**config.mk**
```make
export PLATFORM = sky130hd
export DESIGN_NAME = dstwr_ctrl
export DESIGN_NICKNAME = d
export VERILOG_FILES = /design/src/design/dstwr_pkg.sv /design/src/design/dstwr_ctrl.sv
export SDC_FILE = /design/constraint.sdc
export NUM_CORES = 1
export LEC_CHECK = 0
export ABC_AREA = 1
export BUFFER_PORTS_ARGS = -buffer_cell sky130_fd_sc_hd__buf_2
export CAP_MARGIN = 0
export CORE_MARGIN = 3
export CORE_UTILIZATION = 48
export CTS_BUF_LIST = sky130_fd_sc_hd__clkbuf_16
export CTS_CLUSTER_SIZE = 8
export DETAILED_ROUTE_END_ITERATION = 6
export HOLD_SLACK_MARGIN = 0.12
export PLACE_DENSITY = 0.73
export SLEW_MARGIN = 10
export SYNTH_ARGS = -nofsm -noshare
export SYNTH_HDL_FRONTEND = slang
export SYNTH_SLANG_ARGS = --single-unit
```
**constraint.sdc**
```tcl
create_clock -name clk -period 3.27 [get_ports clk]
set_input_delay 0.327 -clock clk [delete_from_list [all_inputs] [get_ports clk]]
set_output_delay 0.327 -clock clk [all_outputs]
set_load 0.01 [all_outputs]
```
**src/design/dstwr_pkg.sv**
```systemverilog
`default_nettype none
// ----------------------------------------------------------------------------
// dstwr_pkg
// Shared widths, codes and command/status types of the ranging engine.
// ----------------------------------------------------------------------------
package dstwr_pkg;
	localparam int STAMP_BITS = 40;
	localparam int PROD_BITS  = 2 * STAMP_BITS;
	localparam int DEN_BITS   = STAMP_BITS + 2;
	localparam int CNT_BITS   = $clog2(PROD_BITS + 1);
	localparam int TP_BITS    = 41;
	localparam int DIST_BITS  = 32;
	localparam logic [STAMP_BITS-1:0] ANSWER_DELAY_RST = STAMP_BITS'(64'd319488000);
	localparam logic [14:0] DIST_MUL = 15'd15625;
	// ceil(2^39 / 13): exact quotient by 13 for dividends below 2^35
	localparam logic [35:0] DIST_RECIP = 36'd42288908761;

	localparam logic [1:0] CMD_START = 2'd0;
	localparam logic [1:0] CMD_RX_OK = 2'd1;
	localparam logic [1:0] CMD_RX_ERR = 2'd2;
	localparam logic [1:0] CMD_TX_DONE = 2'd3;

	localparam logic [2:0] ACT_NONE = 3'd0;
	localparam logic [2:0] ACT_SEND_NOW = 3'd1;
	localparam logic [2:0] ACT_SEND_DLY = 3'd2;
	localparam logic [2:0] ACT_RANGE = 3'd3;
	localparam logic [2:0] ACT_RX_RESET = 3'd4;
	localparam logic [2:0] ACT_RX_START = 3'd5;

	typedef struct packed {
		logic simple;   // finish event in one step
		logic mul_a;    // form low half of Ra*Rb, denominator
		logic mul_a_hi; // add high half of Ra*Rb
		logic mul_b;    // form low half of Da*Db
		logic mul_b_hi; // add high half of Da*Db
		logic div_init;
		logic div_step;
		logic dist_mul;
		logic dist_lo;
		logic dist_hi;
		logic finish_range;
	} dstwr_cmd_t;

	typedef struct packed {
		logic is_range;
		logic div_done;
		logic den_zero;
	} dstwr_sts_t;
endpackage
`default_nettype wire

```
**src/design/dstwr_ctrl.sv**
```systemverilog
`default_nettype none
// ----------------------------------------------------------------------------
// dstwr_ctrl
// Sequencer: accepts one transaction, steps the datapath, holds the result.
// ----------------------------------------------------------------------------
module dstwr_ctrl (
	input  wire logic                  clk,
	input  wire logic                  arst_n,
	input  wire logic                  in_valid,
	output logic                       in_stall,
	output logic                       out_valid,
	input  wire logic                  out_stall,
	input  wire dstwr_pkg::dstwr_sts_t sts,
	output dstwr_pkg::dstwr_cmd_t      cmd
);
	typedef enum logic [11:0] {
		ST_IDLE  = 12'b000000000001,
		ST_DEC   = 12'b000000000010,
		ST_MULA2 = 12'b000000000100,
		ST_MULB  = 12'b000000001000,
		ST_MULB2 = 12'b000000010000,
		ST_DINI  = 12'b000000100000,
		ST_DIV   = 12'b000001000000,
		ST_DMUL  = 12'b000010000000,
		ST_DLO   = 12'b000100000000,
		ST_DHI   = 12'b001000000000,
		ST_FIN   = 12'b010000000000,
		ST_OUT   = 12'b100000000000
	} state_t;

	state_t state_q, state_d;
	logic   accept;

	assign accept   = in_valid && (state_q == ST_IDLE);
	assign in_stall = (state_q != ST_IDLE);
	assign out_valid = (state_q == ST_OUT);

	always_comb begin
		state_d = state_q;
		cmd = '0;
		unique case (state_q)
			ST_IDLE: if (accept) state_d = ST_DEC;
			ST_DEC: begin
				if (sts.is_range) begin
					cmd.mul_a = 1'b1;
					state_d = ST_MULA2;
				end else begin
					cmd.simple = 1'b1;
					state_d = ST_OUT;
				end
			end
			ST_MULA2: begin
				cmd.mul_a_hi = 1'b1;
				state_d = ST_MULB;
			end
			ST_MULB: begin
				cmd.mul_b = 1'b1;
				state_d = ST_MULB2;
			end
			ST_MULB2: begin
				cmd.mul_b_hi = 1'b1;
				state_d = ST_DINI;
			end
			ST_DINI: begin
				if (sts.den_zero) begin
					cmd.finish_range = 1'b1;
					state_d = ST_OUT;
				end else begin
					cmd.div_init = 1'b1;
					state_d = ST_DIV;
				end
			end
			ST_DIV: begin
				cmd.div_step = 1'b1;
				if (sts.div_done) state_d = ST_DMUL;
			end
			ST_DMUL: begin
				cmd.dist_mul = 1'b1;
				state_d = ST_DLO;
			end
			ST_DLO: begin
				cmd.dist_lo = 1'b1;
				state_d = ST_DHI;
			end
			ST_DHI: begin
				cmd.dist_hi = 1'b1;
				state_d = ST_FIN;
			end
			ST_FIN: begin
				cmd.finish_range = 1'b1;
				state_d = ST_OUT;
			end
			ST_OUT: if (!out_stall) state_d = ST_IDLE;
			default: state_d = ST_IDLE;
		endcase
	end

	always_ff @(posedge clk or negedge arst_n) begin
		if (!arst_n) state_q <= ST_IDLE;
		else state_q <= state_d;
	end
endmodule
`default_nettype wire

```
==> results of run 1 <==
[layout make-up]
class / instances / area, um^2
Fill cell: 131 / 435
Multi-Input combinational cell: 73 / 362
Sequential cell: 12 / 302
Timing Repair Buffer: 20 / 105
Inverter: 26 / 97.6
Clock buffer: 3 / 75.1
Tap cell: 15 / 18.8
Clock inverter: 1 / 3.75
[kinds of logic (layout without fill, tap and decap cells)]
kind of cell | count (synthesis) | after routing | synth area share
compound gates | 2 | 2 | 0.0131
flops | 12 | 12 | 0.396
simple gates | 71 | 71 | 0.462
buf+inv | 26 | 50 | 0.128
[through the flow]
stage	cells	worst slack, ns
2_1_floorplan	111	1.85
3_3_place_gp	145	1.77
3_5_place_dp	145	1.75
6_report	150	1.46
5_1_grt	150	1.34
4_1_cts	150	1.47
[worst register-to-register path, delay by kind of cell (launching register included)]
kind / cells / cell delay [ns]
flip-flops: 1 / 0.40
AND/OR/NAND/NOR: 7 / 0.84
buffers and inverters: 1 / 0.08
[report_power, final]
group	internal [W]	switching, W	leakage [nW]
registers	0.000173	0.0000147	0.162
clock network	0.000161	0.0000640	0.0385
logic	0.0000844	0.000155	0.427
[synthesized netlist by cell type]
library cell / n
nor3_1: 10
nand3_2: 1
inv_1: 26
nand2_2: 5
o21ai_0: 1
nor2_2: 6
nand2_1: 22
nor2_4: 3
nand2_4: 1
nand3b_1: 1
nor2_1: 18
dfrtp_1: 11
nand3_1: 4
dfstp_2: 1
o21ai_1: 1
[final timing paths]
| kind | from | endpoint | slack [ns] | cells after the start |
|---|---|---|---|---|
| setup / recovery | state_q[11] | cmd[0] | 1.46 | 6 |
| hold / removal | in_valid | state_q[0] | 0.31 | 4 |
| setup reg to reg | state_q[11] | state_q[7] | 1.84 | 8 |
| min in group asynchronous | arst_n | state_q[6] | 0.50 | 2 |
| max in group asynchronous | arst_n | state_q[0] | 2.49 | 2 |
| hold reg to reg | state_q[5] | state_q[5] | 0.59 | 3 |
[cell usage in the layout (no fill, tap or decap)]
cell type / Yosys / layout
buf_2: 0 / 19
nor2_2: 6 / 6
nor2_1: 18 / 18
dfstp_2: 1 / 1
o21ai_0: 1 / 1
nor3_1: 10 / 10
o21ai_1: 1 / 1
nor2_4: 3 / 3
dlygate4sd3_1: 0 / 1
dfrtp_1: 11 / 11
nand2_4: 1 / 1
clkinv_1: 0 / 1
inv_1: 26 / 26
nand2_2: 5 / 5
nand2_1: 22 / 22
nand3b_1: 1 / 1
nand3_1: 4 / 4
nand3_2: 1 / 1
clkbuf_16: 0 / 3
[layer usage]
| layer | wire length (um) | global-route usage | share of wire |
|---|---|---|---|
| met1 | 754 | 0.219 | 0.46 |
| met2 | 736 | 0.306 | 0.45 |
| met3 | 94 | 0.0474 | 0.058 |
| met4 | 40 | 0.102 | 0.025 |
| met5 | 0 | 0 | 0 |
==> flow_summary.yaml, run 1 <==
status:
  status: "finished clean"
clocking:
  cts_buffers: 3
  cts_tree: "built"
  cts_root_buf: "clkbuf_16"
  insertion_delay_ns: 0.24
  post_cts_resized: 0
  cts_setup_buffers: 0
  htreeDepth: 1
  clockBufferDepth: 2
  cts_sinks: 12
  clk_pin_slew_ns: 0.04
  cts_hold_buf: 1
setup_path:
  critPathMaxStageDelay_ns: 0.40
  path_cells: "nor2_1 > nand2_2 > nor2_4 > nand3_1 > nand2_1 > buf_2"
  critPathTopFamily: "simple AND/OR/NAND/NOR gates"
  path_max_fanout: 6
  start_kind: "flip-flop"
  cp.buffers_inverters: 1
  end_kind: "output port"
  slowest_stage: "dfrtp_1"
  worstPathRequired_ns: 2.94
  crit_type: "reg -> out"
  cp.arrival_ns: 1.49
global_routing:
  grt.total_usage: 0.187
  overflow: 0
  grt_pass1_wl_mm: 2.73
  grt_max_degree: 13
  first_global_vias: 691
  antenna_found_initial: 0
synth:
  ys_seq_area_frac: 0.396
  synthCells: 111
  yosys-top-cells-area: "dfrtp_1, inv_1, nand2_1, nor2_1, nor3_1"
  netlist_area_um2: 761
  yosys_warnings: 0
  synth_top_area_frac: 0.362
  syn_nets: 118
  ys_ff_latch: 12
  syn_area_per_cell_um2: 6.85
  synth.distinct_cells: 15
  yosysTopAreaCell: "dfrtp_1"
final_layout:
  drive_gt1_frac: 0.289
  fin_area_um2: 963
  largest_register_ffs: 12
  finalCoreUtilization: 0.689
  biggestRegsByFlops: "state_q x12"
  nets: 143
  diodes: 0
  syn_to_final_growth_pct: 26.6
  regMostFlops: "state_q"
timing:
  fin_skew_ns: 0.00284
  slew_violations: 0
  whs_ns: 0.313
  fmax_mhz: 552
  tightestPinTransition_ns: 0.287
  slew_headroom: 0.809
  hold_viol: 0
  setup_viol_count_final: 0
  tns_ns: 0
  timing.final.crit_share: 0.554
  rsz0062_at_grt: "false"
  period_minus_slack_ns: 1.81
power:
  p_total_w: 0.000652
  leakagePower_nw: 0.628
  peakVddDrop_mv: 0.372
  p_per_area_nw_per_um2: 677
drt:
  drtPass1Iterations: 4
  wl_per_cell_um: 10.8
  via_count: 722
  viasPerCell: 4.81
  totalWireLength_mm: 1.63
  drcViolationCount: 0
  drtAntennaViolNets: 0
  drtIter0Drc: 18
floorplan:
  die_x_um: 45.8
  core_um2: 1400
  io_pins: 20
  chipHeight_um: 45.8
  start_util: 0.544
  die_area_um2: 2100
  num_rows: 13
placement:
  dpl.hpwl_mm: 1.28
  port_buffers: 19
  post_dp_cell_area_um2: 875
  routabilityCongestion: 0.801
min_path:
  worstHoldPathType: "in -> reg"
run:
  cap_violations: 0
Power figures use the tool's default switching activity.
==> run 2, diff against run 1 <==
==> constraint.sdc (replaced) <==
create_clock -name clk -period 1.7 [get_ports clk]
set_input_delay 0.17 -clock clk [delete_from_list [all_inputs] [get_ports clk]]
set_output_delay 0.17 -clock clk [all_outputs]
set_load 0.01 [all_outputs]
==> run 2 against run 1 <==
  * Final area up 2.1%
  * Register-to-register slack worse by 1.5 ns
  * Sequential cell count unchanged
  * Sequential share of layout area down 0.64 points
  * Critical endpoint unchanged
==> flow_summary.yaml, run 2 (synthesis gave the netlist of run 1 again) <==
final_layout:
  nets: 144
  fin_area_um2: 983
  biggestRegsByFlops: "state_q x12"
  largest_register_ffs: 12
  drive_gt1_frac: 0.309
  instances_no_fill: 151
  regMostFlops: "state_q"
  fillers: 126
  layout_commonest_cell: "inv_1"
  syn_to_final_growth_pct: 29.3
  diodes: 0
  final_cell_mix: "inv_1, nand2_1, buf_2, nor2_1, dfrtp_1"
timing:
  hold_viol: 0
  tightestPinTransition_ns: 0.283
  fmax_mhz: 619
  period_minus_slack_ns: 1.62
  tns_ns: 0
  slew_headroom: 0.811
  setup_viol_count_final: 0
  fin_skew_ns: 0.00249
  slew_violations: 0
  timing.final.crit_share: 0.950
drt:
  via_count: 735
  met2WireLength_um: 767
  drtIter0Drc: 26
  wl_per_cell_um: 11.0
  totalWireLength_mm: 1.66
  viasPerCell: 4.87
  drtAntennaViolNets: 0
  drcViolationCount: 0
  wirelength_met1_um: 704
  drtPass1Iterations: 4
  routed-wl-met3_um: 142
  routed.top_layer: "met4"
setup_path:
  cp.arrival_ns: 1.45
  end_kind: "output port"
  start_kind: "flip-flop"
  crit_type: "reg -> out"
  reg2reg_from: "state_q[11]"
  startpoint: "state_q[11]"
  worstPathRequired_ns: 1.53
  path_max_fanout: 6
floorplan:
  die_area_um2: 2100
  start_util: 0.544
  core_um2: 1400
  die_x_um: 45.8
  num_rows: 13
  chipHeight_um: 45.8
  io_pins: 20
min_path:
  worstHoldPathType: "in -> reg"
  worstHoldStart: "in_valid"
power:
  peakVddDrop_mv: 0.731
  leakagePower_nw: 0.635
  p_per_area_nw_per_um2: 1300
clocking:
  clockBufferDepth: 2
  htreeDepth: 1
  cts_buffers: 3
  cts_sinks: 12
  clk_pin_slew_ns: 0.04
  cts_root_buf: "clkbuf_16"
  cts_tree: "built"
  insertion_delay_ns: 0.24
global_routing:
  grt_pass1_wl_mm: 2.73
  overflow: 0
  grt_max_degree: 13
  antenna_found_initial: 0
  grt.total_usage: 0.187
  first_global_vias: 691
placement:
  post_dp_cell_area_um2: 875
  port_buffers: 19
  dpl.hpwl_mm: 1.28
  place_inst: 145
  routabilityCongestion: 0.801
run:
  cap_violations: 0
status:
  status: "finished clean"
## run 2: path summary, 6_finish.rpt
check / cells after the start / end / slack, ns
max: 6 / cmd[0] / 0.08
min: 4 / state_q[0] / 0.16
max reg2reg: 8 / state_q[7] / 0.30
min reg2reg: 3 / state_q[5] / 0.59
max in group asynchronous: 2 / state_q[0] / 1.08
min in group asynchronous: 2 / state_q[11] / 0.34
## run 2: per-layer routing
layer  track usage  vias up
li1              -      375
met1         0.219      324
met2         0.306       30
met3        0.0474        6
met4         0.102        0
met5             0        -
## run 2: critical path: stages (launching register included)
cell	delay (ns)
dfrtp_1	0.42
nor2_2	0.16
nand2_2	0.11
nor2_4	0.18
nand3_1	0.12
nand2_1	0.10
buf_2	0.13
## run 2: what timing repair did
action | in CTS | in global routing
setup endpoints to repair | 0 | 6
resized for setup | 0 | 3
setup buffers | 0 | 1
hold buffers | 1 | 0
endpoints found under the hold margin | 12 | 0
## run 2: area by class of cell
type / count / area [um^2] / share of cell area
clock buffers: 3 / 75.1 / 0.0763
clock inverters: 1 / 3.75 / 0.00382
inverters: 26 / 97.6 / 0.0992
multi-input cells: 73 / 374 / 0.380
flip-flops and latches: 12 / 302 / 0.307
well taps: 15 / 18.8 / 0.0191
repair buffers: 21 / 113 / 0.115
## run 2: stage by stage
step | power [W] | utilization | hold WS, ns | setup slack [ns]
2_1_floorplan | 0.000722 | - | -0.126 | 0.441
3_3_place_gp | 0.000812 | 0.625 | 0.0644 | 0.352
5_1_grt | 0.00137 | 0.703 | 0.166 | -0.00701
6_report | 0.00128 | 0.703 | 0.156 | 0.0847
3_5_place_dp | 0.000819 | 0.625 | 0.0622 | 0.338
4_1_cts | 0.00126 | 0.689 | 0.155 | 0.0532
## run 2: report_power, final
| group | internal, W | total, W | switching, W |
|---|---|---|---|
| Clock | 0.000310 | 0.000434 | 0.000124 |
| Sequential | 0.000333 | 0.000363 | 0.0000301 |
| Combinational | 0.000176 | 0.000485 | 0.000309 |
